`config.mk`:
```
export PLATFORM = sky130hd
export DESIGN_NAME = uyvy_to_argb_converter
export DESIGN_NICKNAME = d
export VERILOG_FILES = /design/src/hw/rtl/uy2a_pkg.sv /design/src/hw/rtl/uy2a_chroma_terms.sv /design/src/hw/rtl/uy2a_pixel_lane.sv /design/src/hw/rtl/uy2a_out_merge.sv /design/src/hw/rtl/uyvy_to_argb_converter.sv
export VERILOG_INCLUDE_DIRS = /design/src /design/src/hw/rtl
export SDC_FILE = /design/constraint.sdc
export NUM_CORES = 1
export LEC_CHECK = 0
export BUFFER_PORTS_ARGS = -buffer_cell sky130_fd_sc_hd__buf_2
export CORE_UTILIZATION = 48
export DETAILED_ROUTE_END_ITERATION = 16
export MAX_ROUTING_LAYER = met4
export PLACE_DENSITY_LB_ADDON = 0.05
export SYNTH_ARGS = -nofsm -noshare
export SYNTH_HDL_FRONTEND = slang
export SYNTH_HIERARCHICAL = 1
export SYNTH_SLANG_ARGS = --single-unit
```
`constraint.sdc`:
```
create_clock -name clk -period 13 [get_ports clk]
set_clock_uncertainty 0.1 [all_clocks]
set_input_delay 2.6 -clock clk [delete_from_list [all_inputs] [get_ports clk]]
set_output_delay 2.6 -clock clk [all_outputs]
set_load 0.02 [all_outputs]
```
`src/hw/rtl/uyvy_to_argb_converter_defines.svh`:
```
// assertion helpers for the uyvy to argb converter
`ifndef UYVY_TO_ARGB_CONVERTER_DEFINES_SVH
`define UYVY_TO_ARGB_CONVERTER_DEFINES_SVH

// same-cycle implication, checked outside reset
`define UY2A_ASSERT_NOW(label, clk, rst, ante, cons) \
  label: assert property (@(posedge clk) disable iff (rst) (ante) |-> (cons)) \
    else $error("uy2a check failed: same-cycle rule");

// next-cycle implication, checked outside reset
`define UY2A_ASSERT_NEXT(label, clk, rst, ante, cons) \
  label: assert property (@(posedge clk) disable iff (rst) (ante) |=> (cons)) \
    else $error("uy2a check failed: next-cycle rule");

`endif

```
`src/hw/rtl/uy2a_pkg.sv`:
```
package uy2a_pkg;

  localparam int CHAN_W = 8;
  localparam int PROD_W = 27;
  localparam int SUM_W  = 28;
  localparam int FRAC_W = 16;

  localparam logic signed [18:0] COEF_Y       = 19'sd76309;
  localparam logic signed [18:0] COEF_U_BLUE  = 19'sd132201;
  localparam logic signed [18:0] COEF_U_GREEN = -19'sd25674;
  localparam logic signed [18:0] COEF_V_GREEN = -19'sd53278;
  localparam logic signed [18:0] COEF_V_RED   = 19'sd104597;

  localparam logic signed [8:0] LUMA_OFFSET   = 9'sd16;
  localparam logic signed [8:0] CHROMA_OFFSET = 9'sd128;
  localparam logic [CHAN_W-1:0] ALPHA_OPAQUE  = 8'hFF;
  localparam logic [CHAN_W-1:0] CHAN_MAX      = 8'hFF;

  typedef struct packed {
    logic signed [PROD_W-1:0] red;
    logic signed [PROD_W-1:0] green_u;
    logic signed [PROD_W-1:0] green_v;
    logic signed [PROD_W-1:0] blue;
  } chroma_terms_t;

  typedef struct packed {
    logic [CHAN_W-1:0] red;
    logic [CHAN_W-1:0] green;
    logic [CHAN_W-1:0] blue;
  } pixel_t;

  // advance strobes for the three pipeline stages
  typedef struct packed {
    logic s1_en;
    logic s2_en;
    logic s3_en;
  } pipe_ctrl_t;

  // floor shift by 16 then limit to 0..255
  function automatic logic [CHAN_W-1:0] clamp_chan(input logic signed [SUM_W-1:0] s);
    logic [CHAN_W-1:0] res;
    if (s[SUM_W-1]) begin
      res = '0;
    end else if (|s[SUM_W-2:FRAC_W+CHAN_W]) begin
      res = CHAN_MAX;
    end else begin
      res = s[FRAC_W+CHAN_W-1:FRAC_W];
    end
    return res;
  endfunction

endpackage

```
`src/hw/rtl/uy2a_chroma_terms.sv`:
```
module uy2a_chroma_terms (
  input  logic                    clk,
  input  uy2a_pkg::pipe_ctrl_t    ctrl,
  input  logic [7:0]              cb_sample,
  input  logic [7:0]              cr_sample,
  output uy2a_pkg::chroma_terms_t terms
);
  import uy2a_pkg::*;

  logic signed [8:0] ue;
  logic signed [8:0] ve;

  assign ue = $signed({1'b0, cb_sample}) - CHROMA_OFFSET;
  assign ve = $signed({1'b0, cr_sample}) - CHROMA_OFFSET;

  // chroma products are shared by both pixel lanes
  always_ff @(posedge clk) begin
    if (ctrl.s1_en) begin
      terms.red     <= PROD_W'(COEF_V_RED) * PROD_W'(ve);
      terms.green_u <= PROD_W'(COEF_U_GREEN) * PROD_W'(ue);
      terms.green_v <= PROD_W'(COEF_V_GREEN) * PROD_W'(ve);
      terms.blue    <= PROD_W'(COEF_U_BLUE) * PROD_W'(ue);
    end
  end

endmodule

```
`src/hw/rtl/uy2a_pixel_lane.sv`:
```
module uy2a_pixel_lane (
  input  logic                    clk,
  input  uy2a_pkg::pipe_ctrl_t    ctrl,
  input  logic [7:0]              luma,
  input  uy2a_pkg::chroma_terms_t terms,
  output uy2a_pkg::pixel_t        pixel
);
  import uy2a_pkg::*;

  logic signed [8:0]        luma_off;
  logic signed [PROD_W-1:0] ye;
  logic signed [SUM_W-1:0]  red_sum;
  logic signed [SUM_W-1:0]  green_sum;
  logic signed [SUM_W-1:0]  blue_sum;

  assign luma_off = $signed({1'b0, luma}) - LUMA_OFFSET;

  always_ff @(posedge clk) begin
    if (ctrl.s1_en) begin
      ye <= PROD_W'(COEF_Y) * PROD_W'(luma_off);
    end
  end

  assign red_sum   = SUM_W'(ye) + SUM_W'(terms.red);
  assign green_sum = SUM_W'(ye) + SUM_W'(terms.green_u) + SUM_W'(terms.green_v);
  assign blue_sum  = SUM_W'(ye) + SUM_W'(terms.blue);

  always_ff @(posedge clk) begin
    if (ctrl.s2_en) begin
      pixel.red   <= clamp_chan(red_sum);
      pixel.green <= clamp_chan(green_sum);
      pixel.blue  <= clamp_chan(blue_sum);
    end
  end

endmodule

```
`src/hw/rtl/uy2a_out_merge.sv`:
```
module uy2a_out_merge (
  input  logic                 clk,
  input  uy2a_pkg::pipe_ctrl_t ctrl,
  input  uy2a_pkg::pixel_t     pixel_first,
  input  uy2a_pkg::pixel_t     pixel_second,
  input  logic                 line_end,
  output logic [55:0]          tdata,
  output logic                 tlast
);
  import uy2a_pkg::*;

  // output register joins both lanes into one argb pair
  always_ff @(posedge clk) begin
    if (ctrl.s3_en) begin
      tdata <= {ALPHA_OPAQUE,
                pixel_second.blue, pixel_second.green, pixel_second.red,
                pixel_first.blue, pixel_first.green, pixel_first.red};
      tlast <= line_end;
    end
  end

endmodule

```
`src/hw/rtl/uyvy_to_argb_converter.sv`:
```
// UYVY 4:2:2 to ARGB converter, studio-range BT.601 in 16-bit fixed point.
// Each input transfer carries one macropixel and yields one output transfer
// holding two RGB pixels with alpha 255; tlast is carried along unchanged.
// A new macropixel is taken every cycle unless the output stalls. The stages
// are the multiply stage (one luma product per lane plus the shared chroma
// products), the sum-and-clamp stage in each of the two pixel lanes, and
// the output register. Each stage holds its data only while the stage
// after it is full and stalled, so bubbles are squeezed out under backpressure.
module uyvy_to_argb_converter (
  input  logic        clk,
  input  logic        rst,
  // cb_sample[7:0], luma_first[15:8], cr_sample[23:16], luma_second[31:24]
  input  logic [31:0] s_tdata,
  input  logic        s_tlast,
  input  logic        s_tvalid,
  output logic        s_tready,
  // red_first, green_first, blue_first, red_second, green_second,
  // blue_second, alpha_value: 8 bits each from bit 0 up
  output logic [55:0] m_tdata,
  output logic        m_tlast,
  output logic        m_tvalid,
  input  logic        m_tready
);
  import uy2a_pkg::*;

`include "uyvy_to_argb_converter_defines.svh"

  pipe_ctrl_t    ctrl;
  chroma_terms_t terms;
  pixel_t        pixel_first;
  pixel_t        pixel_second;
  logic          s1_valid;
  logic          s2_valid;
  logic          line_end_s1;
  logic          line_end_s2;

  // a stage moves when it is empty or the one after it moves
  assign ctrl.s3_en = !m_tvalid || m_tready;
  assign ctrl.s2_en = !s2_valid || ctrl.s3_en;
  assign ctrl.s1_en = !s1_valid || ctrl.s2_en;
  assign s_tready   = ctrl.s1_en;

  always_ff @(posedge clk) begin
    if (rst) begin
      s1_valid <= 1'b0;
      s2_valid <= 1'b0;
      m_tvalid <= 1'b0;
    end else begin
      if (ctrl.s1_en) s1_valid <= s_tvalid;
      if (ctrl.s2_en) s2_valid <= s1_valid;
      if (ctrl.s3_en) m_tvalid <= s2_valid;
    end
  end

  always_ff @(posedge clk) begin
    if (ctrl.s1_en) line_end_s1 <= s_tlast;
    if (ctrl.s2_en) line_end_s2 <= line_end_s1;
  end

  uy2a_chroma_terms u_chroma (
    .clk       (clk),
    .ctrl      (ctrl),
    .cb_sample (s_tdata[7:0]),
    .cr_sample (s_tdata[23:16]),
    .terms     (terms)
  );

  uy2a_pixel_lane u_lane_first (
    .clk   (clk),
    .ctrl  (ctrl),
    .luma  (s_tdata[15:8]),
    .terms (terms),
    .pixel (pixel_first)
  );

  uy2a_pixel_lane u_lane_second (
    .clk   (clk),
    .ctrl  (ctrl),
    .luma  (s_tdata[31:24]),
    .terms (terms),
    .pixel (pixel_second)
  );

  uy2a_out_merge u_merge (
    .clk          (clk),
    .ctrl         (ctrl),
    .pixel_first  (pixel_first),
    .pixel_second (pixel_second),
    .line_end     (line_end_s2),
    .tdata        (m_tdata),
    .tlast        (m_tlast)
  );

  // a free output slot must never block the input
  `UY2A_ASSERT_NOW(a_ready_when_drained, clk, rst, m_tready, s_tready)

  // a full first stage that cannot move must stall the input
  `UY2A_ASSERT_NOW(a_stall_backs_up, clk, rst, s1_valid && !ctrl.s2_en, !s_tready)

  // an accepted transfer with an open path reaches the first stage
  `UY2A_ASSERT_NEXT(a_stage_fill, clk, rst, s_tvalid && s_tready, s1_valid)

  // every result carries an opaque alpha
  `UY2A_ASSERT_NOW(a_alpha_opaque, clk, rst, m_tvalid, m_tdata[55:48] == ALPHA_OPAQUE)

endmodule
```
==> results of run 1 <==
how the worst max path moves through the flow:
stage / start / end / cells past startpoint
2_1_floorplan: m_tready / s_tready / 1
3_5_place_dp: s_tdata[12] / u_lane_first/ye[26] / 22
3_3_place_gp: s_tdata[12] / u_lane_first/ye[26] / 22
5_1_grt: s_tdata[12] / u_lane_first/ye[26] / 22
6_report: s_tdata[12] / u_lane_first/ye[26] / 22
4_1_cts: s_tdata[12] / u_lane_first/ye[26] / 22
synth_stat cells (7+ instances only):
library cell / count / share of area [%]
sky130_fd_sc_hd__o21a_1: 28 / 0.75
sky130_fd_sc_hd__ha_1: 582 / 26
sky130_fd_sc_hd__mux2i_1: 7 / 0.25
sky130_fd_sc_hd__o211ai_1: 10 / 0.27
sky130_fd_sc_hd__o31ai_1: 7 / 0.19
sky130_fd_sc_hd__nor3_1: 47 / 0.84
sky130_fd_sc_hd__o21ai_1: 15 / 0.27
sky130_fd_sc_hd__o21bai_1: 24 / 0.65
sky130_fd_sc_hd__xnor2_1: 102 / 3.2
sky130_fd_sc_hd__nor2_1: 77 / 1.0
sky130_fd_sc_hd__buf_4: 16 / 0.43
sky130_fd_sc_hd__nand4_1: 19 / 0.43
sky130_fd_sc_hd__a211oi_1: 29 / 0.78
sky130_fd_sc_hd__nand2b_1: 14 / 0.31
sky130_fd_sc_hd__and4_1: 10 / 0.31
sky130_fd_sc_hd__xor2_1: 57 / 1.8
sky130_fd_sc_hd__or2_2: 11 / 0.25
sky130_fd_sc_hd__nand2_1: 63 / 0.85
sky130_fd_sc_hd__a21oi_1: 169 / 3.0
sky130_fd_sc_hd__nor2b_1: 18 / 0.40
sky130_fd_sc_hd__and2_1: 7 / 0.16
sky130_fd_sc_hd__o21ai_0: 69 / 1.2
sky130_fd_sc_hd__a31oi_1: 16 / 0.36
sky130_fd_sc_hd__inv_1: 370 / 5.0
sky130_fd_sc_hd__a21o_1: 65 / 1.8
sky130_fd_sc_hd__edfxtp_1: 253 / 27
sky130_fd_sc_hd__nand3_1: 31 / 0.56
sky130_fd_sc_hd__or3_1: 11 / 0.25
sky130_fd_sc_hd__fa_1: 225 / 16
sky130_fd_sc_hd__and3_1: 25 / 0.56
routing by layer:
layer,up-vias,track usage [%]
met2,330,39.4
li1,9200,-
met3,75,1.85
met5,-,-
met1,9140,33.1
met4,0,5.31
worst register-to-register path, stage by stage (launching register included):
cell and delay (ns):
sky130_fd_sc_hd__edfxtp_1 0.56, sky130_fd_sc_hd__fa_1 0.48, sky130_fd_sc_hd__ha_1 0.30, sky130_fd_sc_hd__a21oi_1 0.07
sky130_fd_sc_hd__o22ai_1 0.27, sky130_fd_sc_hd__o2111ai_1 0.25, sky130_fd_sc_hd__a31oi_1 0.49, sky130_fd_sc_hd__and4_4 0.32
sky130_fd_sc_hd__o311ai_2 0.14, sky130_fd_sc_hd__o21ai_1 0.16, sky130_fd_sc_hd__a21oi_1 0.09, sky130_fd_sc_hd__xnor2_1 0.50
sky130_fd_sc_hd__o21a_1 0.22
logic make-up after synthesis:
| logic type | count (synthesis) | share of synthesized area (%) |
|---|---|---|
| other | 2 | 0.0269 |
| AO/OA/AOI/OAI | 521 | 12.5 |
| AND/OR/NAND/NOR | 363 | 6.85 |
| flip-flops | 256 | 27.5 |
| adder cells (fa/ha/maj) | 807 | 42.3 |
| buffers and inverters | 390 | 5.47 |
| XOR/XNOR | 160 | 5.05 |
| multiplexers | 9 | 0.332 |
state kept, by name, summed over array words and instances, names as in the netlist:
signal	count
s2_valid	1
line_end_s1	1
m_tvalid	1
u_lane_first/pixel	24
u_merge/tdata	48
u_lane_second/pixel	24
s1_valid	1
u_merge/tlast	1
u_lane_first/ye	27
u_lane_second/ye	27
u_chroma/terms	100
line_end_s2	1
cell type report:
type	instances	area (µm²)
clock buffer	32	758
clock inverter	24	277
fill	5062	26700
inverter	370	1390
multi-input combinational	1870	18700
sequential	256	7660
tap	756	946
timing repair buffer	90	470
per-stage QoR:
| step | area, µm² | utilization, % |
|---|---|---|
| after floorplan | 27900 | - |
| after global placement | 29200 | 51.3 |
| after detailed placement | 29200 | 51.3 |
| after CTS | 30200 | 53.1 |
| after global routing | 30200 | 53.1 |
| final | 30200 | 53.1 |
==> out/results.txt, run 1 <==
The tools report the number of I/O pins as 96. The number of port buffers was 87; the number of iterations in the first detailed-routing pass was 5. The run gives 0 as the max capacitance violation total. The flow ran to the end, and the final reports show no timing, DRC or antenna violations. Setup slack on the critical path of the routed design comes to 5.36 ns. Wire segments on met3 add up to 2080 µm in the final route. The number of hold-slack violations in the final timing report is 0, and the die footprint is 59000 µm². The tools report the buffer cell driving the clock tree root as sky130_fd_sc_hd__clkbuf_16. Ratio of routed vias to standard cells: 5.52. The die is 243 µm wide. Walking the worst path, the cells encountered are buf_2 > inv_1 > ha_1 > xor2_1 > ha_1 > ha_1 > inv_1 > fa_1 > inv_1 > ha_1 > ha_1 > fa_1 > a21o_1 > a21oi_1 > o21bai_1 > a21o_1 > a21oi_2 > o21ai_1 > nor3_1 > o31ai_1 > a221o_1 > a2111oi_2. The critical path contains buffers and inverters numbering 4 combined.

Number of warning messages in the yosys log: 6. The maximum frequency from static timing analysis is 0.131 GHz. Synthesis inferred 256 register bits.

Delay of the slowest critical-path stage: 0.50 ns. The sequential share of the synthesized area was 27.5%. The tools report the worst min-delay path startpoint as u_lane_second/pixel[0]. Each instance of the synthesized netlist takes up on average 11.1 µm². Pin slew with the least headroom to its limit: 1.12 ns.

On the critical path, the stage with the largest delay is an instance of sky130_fd_sc_hd__fa_1. The hold-critical path depth works out to 0. The max-slew violation total from the final report is 0, and the placed cell count is 3342.

Setup repair after global routing left no endpoint under its margin. In this run the register-to-register setup slack is 8.90 ns. In this run the post-CTS setup repair buffer count came out at 0. For this block, the routed nets add up to 68400 µm of wire. The buffer depth of the longest clock path is 3, and the clock sink count is 256. The detail route stage leaves a number of antenna-violating nets equal to 0. Register clock-pin slew on the reported worst setup and hold paths: 0.06 ns. The worst setup path is launched from a primary input. The congestion estimate from routability-driven global placement came to 0.917. TritonCTS built the clock tree. The library cell used most frequently in the layout, excluding fill and tap cells, is sky130_fd_sc_hd__ha_1. The non-filler instance count after layout was 3398. The worst min-delay path category was reg -> reg. For the number of standard-cell rows in the floorplan, the log shows 87.

The run gives 0 as the setup-violating endpoint count in the final report. In this run, synthesis inferred 253 flip-flops with an integrated enable. The floorplan step defined a core boundary enclosing 56900 µm². Compared with the post-synthesis result, the final layout area differs by 8.42%. For this run, the leading register cell type out of synthesis is sky130_fd_sc_hd__edfxtp_1.

For the routed wire length on met2, the log shows 31700 µm. The first global-routing pass estimated 108000 µm of wire. Counting every instance in the synthesized netlist gives 2508.

Once the clock tree was built, the resizer swapped 0 gates to a different size. The category of the critical setup timing path is in -> reg. The tools report the number of diodes as 0.

The run gives 25.5% as the worst max-slew margin expressed relative to the limit. The number of antenna violations at the first check in global routing was 0; the net total in the final layout was 3462. For hold timing, the worst endpoint is u_merge/tdata[40].

After synthesis the cells add up to 27900 µm². The reg-to-reg critical path endpoint was u_lane_first/pixel[10]. Hold is met by 0.315 ns. The proportion of synthesized flip-flops having asynchronous set or reset works out to 0%. For the worst setup path, the data required time is 13.29 ns. The critical path arrival came out at 7.93 ns. Among the stages of the critical path, the cell type that occurs most often is sky130_fd_sc_hd__ha_1.

The number of cells on the worst reg-to-reg path is 12. After detailed routing, the number of remaining DRC violations is 0. Synthesis instantiated 88 different standard cells from the library. Once the floorplan was initialized, standard cells occupied 49.0% of the core. For the finished layout, the period the worst path requires is 7.64 ns. For this run, the total global-route usage over all layers was measured as 24.2%. The post-route netlist has 7.31% of its cells at a drive strength greater than 1.

Uppermost metal layer occupied by signal nets: met4. Hold repair after CTS inserted 0 buffers. The overall via count from detail_route is 18700.

Dividing the detail-routed wire length by the instance count gives 20.1 µm. After layout, the worst path uses 58.8% of the clock period. In the layout the commonest cells are 582 x sky130_fd_sc_hd__ha_1, 370 x sky130_fd_sc_hd__inv_1, 253 x sky130_fd_sc_hd__edfxtp_1, 225 x sky130_fd_sc_hd__fa_1, 169 x sky130_fd_sc_hd__a21oi_1. The logs give 30 for the clock buffer count from CTS and 58100 µm for the placed wire-length estimate after detailed placement. In this run the critical register-to-register path is launched from u_chroma/terms[82]. Summed over all layers, the global routing overflow is 0. The via count of the first global-routing pass is 19100.

The run gives 4.77 ns as the post-placement setup slack. The tools report the post-route met1 wirelength as 33200 µm. Among cell families on the critical path, the largest total delay comes from adder cells. The run gives 0.58 ns as the clock latency on the worst-skew pair. Adding up every negative setup slack in the final design gives 0 ns. The worst setup path is captured at a flip-flop. The pin count of the biggest net entering global routing is 158, and the number of design-rule violations left by the first detailed-router iteration is 1142. Worst-path maximum fanout: 7. The height of the die is 243 µm.

The tools report the maximum level of the CTS H-tree as 1.
Power of run 1 is left out: the tool's default activity adds up to more than one toggle a clock period on the data nets, which glitch-free logic cannot reach.
==> run 2, diff against run 1 <==
- clock period: 13 -> 7.4 ns (I/O delays scaled with it)
==> out/results.txt, run 2 (synthesis results as in run 1) <==
The placed wire-length estimate after detailed placement was 58000 µm (-0.13%); the wire length of the first global-routing pass was 107000 µm (-0.57%). Number of routed nets with antenna violations: 0 (unchanged). Based on the critical path, the design can be clocked at up to 0.158 GHz. The kind of cell with the highest combined delay along the critical path is adder cells. The run gives 0 (unchanged) as the overflow left after global routing. The run gives 158 (unchanged) as the pin count of the biggest net entering global routing. The critical path goes through buf_2 > inv_1 > ha_1 > inv_1 > ha_1 > ha_1 > ha_1 > inv_1 > fa_1 > inv_1 > ha_1 > ha_1 > fa_1 > a21o_1 > a21oi_1 > o21bai_1 > a21o_1 > a21oi_2 > o21ai_1 > nor3_1 > o31ai_1 > a221o_1 > a2111oi_2. The height of the die was 243 µm (unchanged); the floorplan core area was 56900 µm² (unchanged). Setup-violating endpoint count in the final report: 0 (unchanged). The delay of the slowest critical-path stage was 0.49 ns (about the same).

Ratio of routed vias to standard cells: 5.56 (+0.74%). In the final layout, the registers with the most flip-flops are u_chroma/terms x100, u_merge/tdata x48. The number of standard-cell rows in the floorplan came out at 87 (unchanged). The area growth from synthesis to layout is 8.82%. The final critical-path required period is 6.34 ns. The path class of the tightest hold or removal check is reg -> reg.

Flip-flop count of the largest register, all copies and words added: 100 (unchanged). The routed wire length per instance was 20.0 µm (-0.85%); the final weighted congestion in routability-driven placement was 0.934 (+1.8%). The tools report the number of I/O pins as 96 (unchanged). Post-placement cell area: 29200 µm² (+0.18%).

The worst setup path is launched from a primary input. The via count of the first global-routing pass is 18900 (-1.1%). The effective utilization at floorplan is 49.0% (unchanged).

The library cells used most frequently in the layout, excluding fill and tap cells, are 582 x sky130_fd_sc_hd__ha_1, 370 x sky130_fd_sc_hd__inv_1, 253 x sky130_fd_sc_hd__edfxtp_1, 225 x sky130_fd_sc_hd__fa_1, 169 x sky130_fd_sc_hd__a21oi_1. Number of buffer and inverter instances along the worst setup path: 5 (+1). The tools report the max capacitance violation total as 0 (unchanged).

The run gives 256 (unchanged) as the clock sink count. The die width came out at 243 µm (unchanged). The register clock-pin slew on the reported worst setup and hold paths is 0.06 ns (about the same), and the post-CTS setup repair buffer count is 0 (unchanged). The tools report the number of antenna violations at the first check in global routing as 1 (+1). The overall fraction of global-route tracks in use is 24.1% (-0.14 points).

The run gives 0 (unchanged) as the DRC violations left. The number of resized instances in the post-cts repair step was 0 (unchanged); the number of port buffers was 87 (unchanged). The category of the critical setup timing path was in -> reg.

Cell at the slowest stage of the critical path: sky130_fd_sc_hd__fa_1. Clock buffer count from CTS: 31 (+3.3%). The tools report the clock latency on the worst-skew pair as 0.58 ns (about the same).

The final cycle utilization of the critical path works out to 85.7%. Setup repair after global routing left no endpoint under its margin. The max-slew violation total from the final report was 0 (unchanged); the number of hold-slack violations in the final timing report was 0 (unchanged). The worst-path maximum fanout came out at 7 (unchanged). The nature of the critical path endpoint is a flip-flop.

The library cell used most frequently in the layout, excluding fill and tap cells, is sky130_fd_sc_hd__ha_1. Net total in the final layout: 3470 (+0.23%). The critical path arrival was 6.63 ns (-1.30 ns); the number of hold buffers added after cts was 0 (unchanged). The run gives 3 (unchanged) as the buffer depth of the longest clock path. In this design, the critical path's most frequently occurring cell is sky130_fd_sc_hd__ha_1. The flow ran to the end, and the final reports show no timing, DRC or antenna violations.

The tools report the aggregate negative setup slack as 0 ns (unchanged). The data required time at the worst endpoint is 7.69 ns (-5.60 ns). The share of post-route cells with drive strength above 1 is 7.51% (+0.20 points), and the cell area after layout is 30300 µm² (+0.36%).

The overall via count from detail_route was 18900 (+0.98%). The run gives 1 (unchanged) as the maximum level of the CTS H-tree. For the total wirelength of the detailed-routed design, the log shows 68000 µm (-0.62%). The tree is rooted in a sky130_fd_sc_hd__clkbuf_16. The pin slew with the least headroom to its limit works out to 1.12 ns (+0.00327 ns).

Number of diodes: 0 (unchanged). TritonCTS built the clock tree. The run gives 1104 (-3.3%) as the number of design-rule violations left by the first detailed-router iteration. Number of iterations in the first detailed-routing pass: 7 (+2). Counting flops per register, the top entry is u_chroma/terms. The die footprint was 59000 µm² (unchanged). The worst max-slew margin expressed relative to the limit is 25.3% (-0.22 points).
## run 2: metal layers
layer	global-route usage [%]	part of all wire, %
met5	-	0
met1	33.3	48
met2	37.8	45
met3	2.16	3.9
met4	6.75	2.9
## run 2: stage by stage
step                hold slack, ns  setup WS, ns  utilization [%]  std cells
floorplan                    0.300        -0.747                -       2516
global placement             0.301         0.614             51.4       3349
detailed placement           0.305         0.530             51.4       3349
CTS                          0.315          1.13             53.3       3406
global route                 0.322         0.736             53.3       3406
finish                       0.316          1.06             53.3       3406
## run 2: path summary, 6_finish.rpt
path / start / endpoint / slack, ns / cells after the start
max reg2reg: u_lane_first/ye[8] / u_lane_first/pixel[9] / 3.36 / 11
min: u_lane_first/pixel[11] / u_merge/tdata[11] / 0.32 / 0
max: s_tdata[12] / u_lane_first/ye[26] / 1.06 / 23
min reg2reg: u_lane_first/pixel[11] / u_merge/tdata[11] / 0.32 / 0
## run 2: cell type report
cell class	instances	area [µm²]
multi-input combinational	1870	18700
clock buffer	33	783
tap	756	946
clock inverter	24	308
fill	5077	26600
inverter	370	1390
timing repair buffer	97	523
sequential	256	7660
Power of run 2 is left out for the same reason.
